--- config.mk ---
export PLATFORM = sky130hd
export DESIGN_NAME = ckh_mod
export DESIGN_NICKNAME = d
export VERILOG_FILES = /design/src/rtl/ckh_pkg.sv /design/src/rtl/ckh_mod.sv
export SDC_FILE = /design/constraint.sdc
export NUM_CORES = 1
export LEC_CHECK = 0
export ABC_AREA = 1
export BUFFER_PORTS_ARGS = -buffer_cell sky130_fd_sc_hd__buf_2
export CAP_MARGIN = 20
export CORE_ASPECT_RATIO = 0.9
export CORE_MARGIN = 3
export CORE_UTILIZATION = 40
export DETAILED_ROUTE_END_ITERATION = 16
export GPL_TIMING_DRIVEN = 0
export HOLD_SLACK_MARGIN = 0.08
export REMOVE_ABC_BUFFERS = 1
export SLEW_MARGIN = 20
export SYNTH_ARGS = -nofsm -noshare
export SYNTH_HDL_FRONTEND = slang
export SYNTH_SLANG_ARGS = --single-unit
--- constraint.sdc ---
create_clock -name clk -period 2.1 [get_ports clk]
set_input_delay 0.105 -clock clk [delete_from_list [all_inputs] [get_ports clk]]
set_output_delay 0.105 -clock clk [all_outputs]
set_load 0.01 [all_outputs]
--- src/rtl/ckh_pkg.sv ---
// Package for the coordinate-key chained hash table.
// Holds item and result types, command and status codes, and fixed widths.
// No dependencies.
`default_nettype none

package ckh_pkg;

	// fixed field widths
	localparam int KEY_W     = 16;
	localparam int PAY_W     = 32;
	localparam int CNT_W     = 7;
	localparam int BCNT_W    = 9;
	localparam int CFG_IDX_W = 1;
	// |x*31 + y*37| for 16-bit signed x, y fits in 22 bits
	localparam int ABS_W     = 22;

	// command codes
	localparam logic [1:0] CMD_PUT  = 2'd0;
	localparam logic [1:0] CMD_LOOK = 2'd1;
	localparam logic [1:0] CMD_ALL  = 2'd2;
	localparam logic [1:0] CMD_DUMP = 2'd3;

	// status codes
	localparam logic [1:0] ST_OK    = 2'd0;
	localparam logic [1:0] ST_NONE  = 2'd1;
	localparam logic [1:0] ST_FULL  = 2'd2;

	// configuration register indexes
	localparam logic [CFG_IDX_W-1:0] REG_DUP  = 1'd0;
	localparam logic [CFG_IDX_W-1:0] REG_BCNT = 1'd1;

	typedef struct packed {
		logic [1:0]              cmd;
		logic signed [KEY_W-1:0] key_x;
		logic signed [KEY_W-1:0] key_y;
		logic [PAY_W-1:0]        payload;
	} item_t;

	typedef struct packed {
		logic [1:0]              status;
		logic signed [KEY_W-1:0] out_x;
		logic signed [KEY_W-1:0] out_y;
		logic [PAY_W-1:0]        out_payload;
		logic [CNT_W-1:0]        match_count;
		logic                    last;
	} res_t;

endpackage

`default_nettype wire

--- src/rtl/ckh_mod.sv ---
// Iterative remainder unit: dividend mod divisor, one quotient bit per cycle.
// Depends on ckh_pkg for the dividend width.
`default_nettype none

module ckh_mod #(
	parameter int BW = 9
) (
	input  wire logic                       clk,
	input  wire logic                       arst_n,
	input  wire logic                       start,
	input  wire logic [ckh_pkg::ABS_W-1:0]  dividend,
	input  wire logic [BW-1:0]              divisor,
	output logic                            done,
	output logic [BW-1:0]                   rem
);

	localparam int SW = $clog2(ckh_pkg::ABS_W + 1);

	logic                      run_q;
	logic                      done_q;
	logic [SW-1:0]             step_q;
	logic [ckh_pkg::ABS_W-1:0] dvd_q;
	logic [BW-1:0]             div_q;
	logic [BW-1:0]             rem_q;
	logic [BW:0]               trial;
	logic [BW:0]               diff;
	logic                      ge;

	// shift in the next dividend bit and try a subtract
	assign trial = {rem_q, dvd_q[ckh_pkg::ABS_W-1]};
	assign ge    = trial >= {1'b0, div_q};
	assign diff  = trial - {1'b0, div_q};

	// sequence control
	always_ff @(posedge clk or negedge arst_n) begin
		if (!arst_n) begin
			run_q  <= 1'b0;
			done_q <= 1'b0;
			step_q <= '0;
		end else begin
			done_q <= 1'b0;
			if (start) begin
				run_q  <= 1'b1;
				step_q <= '0;
			end else if (run_q) begin
				step_q <= step_q + 1'b1;
				if (step_q == SW'(ckh_pkg::ABS_W - 1)) begin
					run_q  <= 1'b0;
					done_q <= 1'b1;
				end
			end
		end
	end

	// datapath
	always_ff @(posedge clk) begin
		if (start) begin
			dvd_q <= dividend;
			div_q <= divisor;
			rem_q <= '0;
		end else if (run_q) begin
			dvd_q <= dvd_q << 1;
			rem_q <= ge ? diff[BW-1:0] : trial[BW-1:0];
		end
	end

	assign done = done_q;
	assign rem  = rem_q;

endmodule

`default_nettype wire
==> flow_metrics.tcl, run 1 <==
set metrics [dict create \
    cts.sinks 47 \
    cts_buffer_depth 2 \
    multi_input_area_um2 1000 \
    fin_skew_ns 0.00752 \
    die_w_um 89.1 \
    fin_nets 421 \
    grt_pass1_wl_mm 8.85 \
    firstDrtPassIters 4 \
    start_util_pct 42.5 \
    synth_top_cell_by_area "edfxtp_1" \
    dp_hpwl_mm 3.38 \
    cts_setup_buffers 0 \
    grt-ovfl-total 0 \
    regArea_um2 1290 \
    gp_congestion 0.823 \
    fin_crit_sh_pct 93.1 \
    ant_nets 0 \
    core_area_um2 5860 \
    ys_warn_count 0 \
    grt_usage_pct 15.7 \
    powerDensity_nw_per_um2 941 \
    die_area_um2 7210 \
    r2r_start "dvd_q[21]" \
    worstHoldPathType "in2async" \
    run_status "completed" \
    fill_cells 557 \
    worst_skew_pair.late_latency_ns 0.31 \
    rsz0062_at_grt "no" \
    placed_cell_area_um2 2750 \
    cts_root_buffer "clkbuf_8" \
    cp.arrival_ns 2.21 \
    startpoint "dvd_q[21]" \
    cts_made_buffers 5 \
    synth_top_cells_by_area "edfxtp_1 (37%), nand2_1 (20%), dfxtp_1 (7.2%)" \
    power_uw 2980 \
    netlist_area_um2 2490 \
    cts_tree "built" \
    timing.fmax_ghz 0.512 \
    startpoint_type "flop" \
    timing.final.crit_period_ns 1.95 \
    setup_tns_ns 0 \
    placementRows 26 \
    io_pins 44 \
    slew_headroom_pct 37.4 \
    h-tree-depth 2 \
    setup_viol 0 \
    maxCapViolCount 0 \
    final_cells 446 \
    die_h_um 80.8 \
    avgSynthCellArea_um2 8.30 \
    design_area_um2 3160 \
    yosysUniqueCellTypes 26 \
    grt_max_degree 38 \
    drt-initial-drc-count 81 \
    drc 0 \
    synth_top_area_share_pct 37.4 \
    finalMaxSlewViolations 0 \
    cp_max_fo 9 \
    avgRoutedWirePerCell_um 11.7 \
    end_kind "flop" \
    synthCells 300 \
    wl_mm 5.20 \
    via_per_inst 4.63 \
    dp_cells 405 \
    worstPathRequired_ns 2.36 \
    cts_resized 0 \
    vdd_ir_drop_max_mv 0.281 \
    antenna_cells 0 \
    syn2layout_area_growth_pct 27.1 \
    hold_viol_final 0 \
    worstSetupPathType "reg2reg" \
    vias 2066 \
    portBuffers 43 \
    synth_seq_cells 47 \
    grt_antenna_before_repair 0 \
    p_leak_uw 0.00166 \
    tightest_slew_ns 0.938 \
    grt_pass1_vias 1998 \
    drive_gt1_share_pct 15.4 \
    cts.clk_slew.worst_paths_ns 0.09 \
    synth_seq_area_share_pct 51.7 \
]
final cells by class:
cell class                 instances  share of cell area [%]
sequential                        47                    40.7
clock inverter                     3                   0.712
multi-input combinational        204                    31.8
timing repair buffer              75                    16.9
clock buffer                       5                    2.18
inverter                          42                    4.98
tap                               70                    2.77
cell usage in the layout, fill, tap and decap left out:
cell type and n:
clkinv_4 1, clkbuf_8 5, dlygate4sd3_1 32, a21oi_1 7, edfxtp_1 31, clkinv_2 1, nand2_1 130, inv_1 42
nor2b_4 1, nor2_1 7, nand2_8 1, inv_6 1, ha_1 11, nand2_4 1, nand4_1 4, xnor2_1 3
o21ai_0 1, nand2_2 1, nand3_1 27, dfxtp_1 9, nor3b_1 1, o22ai_1 1, buf_2 43, dfrtp_1 7
a21oi_2 1, nor3_1 4, fa_1 1, nor2_2 2
path summary, 6_finish.rpt:
path                       cells past startpoint  slack, ns         to
setup reg to reg                              11       0.15     rem[2]
setup / recovery                              11       0.15     rem[2]
hold reg to reg                                2       0.49     rem[1]
min in group clk                               1       0.38   div_q[4]
max in group asynchronous                      2       1.80       done
hold / removal                                 2       0.14  step_q[0]
registers in the layout (all words and copies together) (netlist names):
register / count
div_q: 9
step_q: 5
run_q: 1
done: 1
dvd_q: 22
rem: 9
synth_stat cells (all sizes together):
| library cell | instances |
|---|---|
| ha | 11 |
| clkbuf | 3 |
| dfrtp | 7 |
| nor3b | 1 |
| inv | 42 |
| a21oi | 8 |
| o22ai | 1 |
| buf | 5 |
| o21ai | 1 |
| fa | 1 |
| nor2b | 1 |
| nor3 | 4 |
| nand3 | 27 |
| dfxtp | 9 |
| xnor2 | 3 |
| edfxtp | 31 |
| nor2 | 9 |
| nand4 | 4 |
| nand2 | 132 |
what timing repair did:
action / CTS / global route
hold buffers: 32 / 0
setup endpoints to repair: 0 / 1
hold endpoints to repair: 38 / 0
layer usage:
| metal | wire length (um) | part of all wire, % | up-vias | track usage, % |
|---|---|---|---|---|
| li1 | - | - | 1094 | - |
| met1 | 2590 | 50 | 924 | 21.1 |
| met2 | 2340 | 45 | 39 | 25.4 |
| met3 | 201 | 3.9 | 9 | 3.55 |
| met4 | 67 | 1.3 | 0 | 4.46 |
| met5 | 0 | 0 | - | 0 |
metrics by stage:
stage	hold WS, ns	utilization (%)	setup WS [ns]
after floorplan	-0.191	-	0.416
after global placement	-0.0526	46.9	0.00348
after detailed placement	-0.0487	46.9	0.0257
after CTS	0.139	53.9	0.128
after global routing	0.168	54.0	0.0136
final	0.143	54.0	0.145
power breakdown:
| part | leakage [uW] | switching (uW) | internal (uW) | total (uW) |
|---|---|---|---|---|
| combinational | 0.00111 | 673 | 480 | 1150 |
| clock | 0.0000485 | 340 | 239 | 579 |
| sequential | 0.000495 | 109 | 1130 | 1240 |
| total | 0.00166 | 1120 | 1850 | 2980 |
kinds of logic (layout without fill, tap and decap cells):
group           after synthesis  in the layout  synth area share (%)
compound gates               10             10                  2.21
simple gates                178            179                  30.5
flops                        47             47                  51.7
xor+xnor                      3              3                  1.06
fa+ha+maj                    12             12                  6.33
buf+inv                      50            125                  8.19
critical path, stage by stage, from the launching register on:
cell	delay, ns
edfxtp_1	0.37
inv_1	0.09
ha_1	0.15
inv_1	0.07
fa_1	0.42
nand4_1	0.16
nand2_1	0.15
nand2_4	0.15
nand2_8	0.09
nand2_1	0.07
nand3_1	0.09
nand2_1	0.10
No activity file was read; power rests on OpenSTA's default activity.
==> inputs of run 2 (changes only) <==
- PLACE_DENSITY_LB_ADDON: unset -> 0.2
==> run 2 against run 1 <==
Against the previous run: hold slack lost 0.058 ns; critical path depth is the same; via count shrank 0.92%; clock skew is essentially flat; cell count shrank 0.90%; register-to-register slack is essentially flat; fmax grew 0.60%; utilization shrank 0.26 points; non-clock buffer count shrank 3; critical endpoint unchanged; highest routed layer unchanged.
==> flow_metrics.tcl, run 2 (same netlist as run 1, synthesis figures left out) <==
set metrics [dict create \
    power_uw 3050 \
    end_kind "flop" \
    p_leak_uw 0.00165 \
    io_pins 44 \
    grt_max_degree 38 \
    postCtsHoldBufs 29 \
    fin_skew_ns 0.00739 \
    run_status "completed" \
    worstPathRequired_ns 2.35 \
    worstSetupPathType "reg2reg" \
    wl_met3_um 234 \
    via_per_inst 4.63 \
    firstDrtPassIters 4 \
    cts_root_buffer "clkbuf_8" \
    met1Wirelength_mm 2.44 \
    grt_usage_pct 15.1 \
    hold_viol_final 0 \
    cp_top_family "simple AND/OR/NAND/NOR gates" \
    gp_congestion 0.867 \
    rsz0062_at_grt "no" \
    cts.clk_slew.worst_paths_ns 0.09 \
    avgRoutedWirePerCell_um 11.2 \
    antenna_cells 0 \
    grt_pass1_vias 1933 \
    timing.final.crit_period_ns 1.94 \
    die_h_um 80.8 \
    path_cells "inv_1, ha_1, inv_1, fa_1, nand4_1, nand2_1, nand2_4, nand2_8, nand2_1, nand3_1, nand2_1" \
    place_ws_ns -0.0206 \
    vdd_ir_drop_max_mv 0.412 \
    finalMaxSlewViolations 0 \
    cts_made_buffers 5 \
    fin_nets 417 \
    topRoutingLayerUsed "met4" \
    layout_common_cells "nand2_1 (130), buf_2 (43), inv_1 (42)" \
    startpoint_type "flop" \
    fin_crit_sh_pct 92.5 \
    cp_slowest_cell "fa_1" \
    grt_pass1_wl_mm 8.61 \
    die_w_um 89.1 \
    cts_setup_buffers 0 \
    timing.fmax_ghz 0.515 \
    cts_buffer_depth 2 \
    largest_register_ffs 22 \
    vias 2047 \
    cts_resized 0 \
    die_area_um2 7210 \
    fill_cells 573 \
    setup_tns_ns 0 \
    placementRows 26 \
    cts_tree "built" \
    critPathBufInv 2 \
    grt_antenna_before_repair 0 \
    cp.arrival_ns 2.19 \
    drt-initial-drc-count 102 \
    top_register "dvd_q" \
    drive_gt1_share_pct 15.3 \
    critPathMaxStageDelay_ns 0.43 \
    start_util_pct 42.5 \
    grt-ovfl-total 0 \
    crit_path_frequent_cell "nand2_1" \
    core_area_um2 5860 \
    worstHoldPathType "in2reg" \
    maxCapViolCount 0 \
    slew_headroom_pct 39.0 \
    layout_commonest_cell "nand2_1" \
    worst_skew_pair.late_latency_ns 0.30 \
    dp_hpwl_mm 3.33 \
    h-tree-depth 2 \
    powerDensity_nw_per_um2 968 \
    met2WireLength_mm 2.26 \
    cts.sinks 47 \
    ant_nets 0 \
    portBuffers 43 \
    rrSetupSlack_ns 0.16 \
    wl_mm 4.96 \
    drc 0 \
    syn2layout_area_growth_pct 26.5 \
    tightest_slew_ns 0.914 \
    setup_slack_ns 0.157 \
    cp_max_fo 10 \
    setup_viol 0 \
]
[run 2: cell count changes in the layout (fill, tap and decap cells not counted)]
cell / previous run / this run
bufinv_16: 0 / 1
nand2_2: 1 / 0
inv_6: 1 / 0
dlygate4sd3_1: 32 / 29
[run 2: worst paths after layout]
path                              from         to  cells past startpoint
max in group asynchronous       arst_n  step_q[1]                      2
min in group asynchronous       arst_n  step_q[2]                      2
min reg2reg                     rem[5]     rem[5]                      2
max                          dvd_q[21]     rem[2]                     11
min                        dividend[1]   dvd_q[1]                      3
max reg2reg                  dvd_q[21]     rem[2]                     11
[run 2: cell type report]
class,count,area (um^2),share of cell area [%]
inverter,42,158,5.01
clock inverter,3,43.8,1.39
tap,70,87.6,2.78
timing repair buffer,72,505,16.1
multi-input combinational,203,998,31.7
clock buffer,5,68.8,2.19
sequential,47,1290,40.9
[run 2: metrics by stage]
step | cell area (um^2) | utilization [%] | hold WS (ns) | instances
floorplan | 2440 | - | -0.191 | 292
global placement | 2750 | 46.9 | -0.0536 | 405
detailed placement | 2750 | 46.9 | -0.0523 | 405
CTS | 3150 | 53.8 | 0.0814 | 442
global route | 3150 | 53.8 | 0.0925 | 442
finish | 3150 | 53.8 | 0.0844 | 442
[run 2: routing by layer]
metal / global-route usage [%] / vias to the layer above
met4: 3.13 / 0
met3: 3.45 / 5
met2: 24.7 / 41
met1: 20.6 / 909
met5: 0 / -
li1: - / 1092
[run 2: worst reg2reg max path, cell delays in order, from the launching register on]
cell	delay, ns
edfxtp_1	0.36
inv_1	0.09
ha_1	0.15
inv_1	0.07
fa_1	0.43
nand4_1	0.15
nand2_1	0.11
nand2_4	0.18
nand2_8	0.10
nand2_1	0.08
nand3_1	0.08
nand2_1	0.09
[run 2: power breakdown]
part	switching, uW	internal, uW	leakage, uW
Sequential	105	1130	0.000495
Combinational	663	476	0.00110
Clock	315	355	0.0000581
Total	1080	1970	0.00165
==> inputs of run 3 (changes only) <==
- CORE_MARGIN: 3 -> unset
==> run 3 against run 2 <==
Against the previous run: clock-buffer cell count up 1; fmax is 4.2% higher; die area fell by 9.2%; clock skew fell by 0.0018 ns; global-route usage rose by 2.1 points; critical path type unchanged.
==> flow_metrics.tcl, run 3 (same netlist as run 1, synthesis figures left out) <==
set metrics [dict create \
    core_area_um2 5820 \
    grt_antenna_before_repair 0 \
    cp_top_family "simple AND/OR/NAND/NOR gates" \
    h-tree-depth 2 \
    cts.clk_slew.worst_paths_ns 0.09 \
    worstSetupPathType "reg2reg" \
    cp.arrival_ns 2.06 \
    portBuffers 43 \
    path_cells "inv_1, ha_1, nand2_1, nor3_1, nand2_4, nand2_8, nand2_1, nand3_1, nand2_1" \
    hold_viol_final 0 \
    setup_tns_ns 0 \
    die_area_um2 6540 \
    worstPathRequired_ns 2.30 \
    drt-initial-drc-count 98 \
    layout_common_cells "nand2_1 (130), buf_2 (43), inv_1 (42)" \
    final_cells 445 \
    grt-ovfl-total 0 \
    fin_nets 420 \
    dp_cells 405 \
    grt_pass1_wl_mm 8.92 \
    die_h_um 76.8 \
    fill_cells 574 \
    fin_crit_sh_pct 88.8 \
    met2WireLength_mm 2.35 \
    timing.final.crit_period_ns 1.87 \
    topRoutingLayerUsed "met4" \
    antenna_cells 0 \
    fin_util_pct 54.1 \
    io_pins 44 \
    cp_slowest_cell "nor3_1" \
    grt_pass1_vias 2027 \
    slew_headroom_pct 40.4 \
    powerDensity_nw_per_um2 939 \
    grt_usage_pct 17.2 \
    run_status "completed" \
    crit_path_frequent_cell "nand2_1" \
    cts_tree "built" \
    rsz0062_at_grt "no" \
    regArea_um2 1290 \
    drive_gt1_share_pct 15.5 \
    cp_max_fo 9 \
    fin_skew_ns 0.00561 \
    firstDrtPassIters 4 \
    wl_mm 5.05 \
    multi_input_area_um2 1010 \
    maxCapViolCount 0 \
    cts_buffer_depth 2 \
    cts_root_buffer "clkbuf_8" \
    critPathBufInv 1 \
    die_w_um 85.1 \
    via_per_inst 4.63 \
    dp_hpwl_mm 3.27 \
    syn2layout_area_growth_pct 26.7 \
    drc 0 \
    startpoint_type "flop" \
    rrSetupSlack_ns 0.23 \
    vias 2060 \
    avgRoutedWirePerCell_um 11.3 \
    gp_congestion 0.827 \
    layout_commonest_cell "nand2_1" \
    worstHoldPathType "in2reg" \
    setup_viol 0 \
    grt_max_degree 38 \
    placementRows 26 \
    critPathMaxStageDelay_ns 0.43 \
    p_leak_uw 0.00164 \
    cts_made_buffers 5 \
    finalMaxSlewViolations 0 \
    met1Wirelength_mm 2.49 \
    largest_register_ffs 22 \
    start_util_pct 42.7 \
    vdd_ir_drop_max_mv 0.441 \
    wl_met3_um 146 \
    tightest_slew_ns 0.892 \
    worst_skew_pair.late_latency_ns 0.30 \
    top_register "dvd_q" \
    end_kind "flop" \
    cts.sinks 47 \
    timing.fmax_ghz 0.536 \
    ant_nets 0 \
]
==> run 3: cell types whose count changed in the layout (fill, tap and decap cells not counted) <==
cell           previous run  this run
dlygate4sd3_1            29        31
bufinv_16                 1         0
clkbuf_1                  0         1
clkinv_2                  1         0
clkinv_4                  1         0
clkinvlp_4                0         1
fa_1                      1         0
fa_2                      0         1
inv_6                     0         1
nand2_2                   0         1
==> run 3: timing repair <==
action | CTS | global route
hold endpoints to repair | 37 | 0
endpoints found under the setup margin | 0 | 2
gates resized for setup | 0 | 1
hold buffers | 31 | 0
setup buffers | 0 | 0
==> run 3: final timing paths <==
check                            endpoint         start  cells past startpoint
worst min-delay path            dvd_q[17]  dividend[17]                      3
worst max register to register     rem[3]      div_q[6]                      9
worst max-delay path               rem[3]      div_q[6]                      9
worst min register to register     rem[6]        rem[6]                      2
max in group asynchronous            done        arst_n                      2
min in group asynchronous       step_q[1]        arst_n                      2
==> run 3: per-layer routing <==
layer / up-vias / GRT usage, %
li1: 1094 / -
met1: 920 / 22.0
met2: 40 / 29.4
met3: 6 / 3.55
met4: 0 / 5.25
met5: - / 0
==> run 3: tightest hold or removal path, stage by stage <==
cell     delay, ns
buf_2         0.09
nand2_1       0.05
nand2_1       0.06
==> run 3: cell type report <==
| cell class | count | share of cell area (%) |
|---|---|---|
| clock buffers | 6 | 2.30 |
| inverters | 42 | 5.00 |
| repair buffers | 74 | 16.7 |
| clock inverters | 2 | 0.516 |
| well taps | 70 | 2.78 |
| multi-input cells | 204 | 31.9 |
| flip-flops and latches | 47 | 40.8 |
==> run 3: stage by stage <==
stage	setup WS, ns	power, uW	hold slack (ns)	instance area, um^2
after detailed placement	0.0126	2360	-0.0506	2750
after CTS	0.168	2970	0.0860	3140
after global placement	0.0258	2350	-0.0549	2750
final	0.235	2960	0.0964	3150
after floorplan	0.416	2070	-0.191	2440
after global routing	0.0558	3210	0.0965	3150
==> run 3: power by group <==
part | internal [uW] | switching, uW
Clock | 240 | 320
Sequential | 1130 | 113
Combinational | 481 | 674
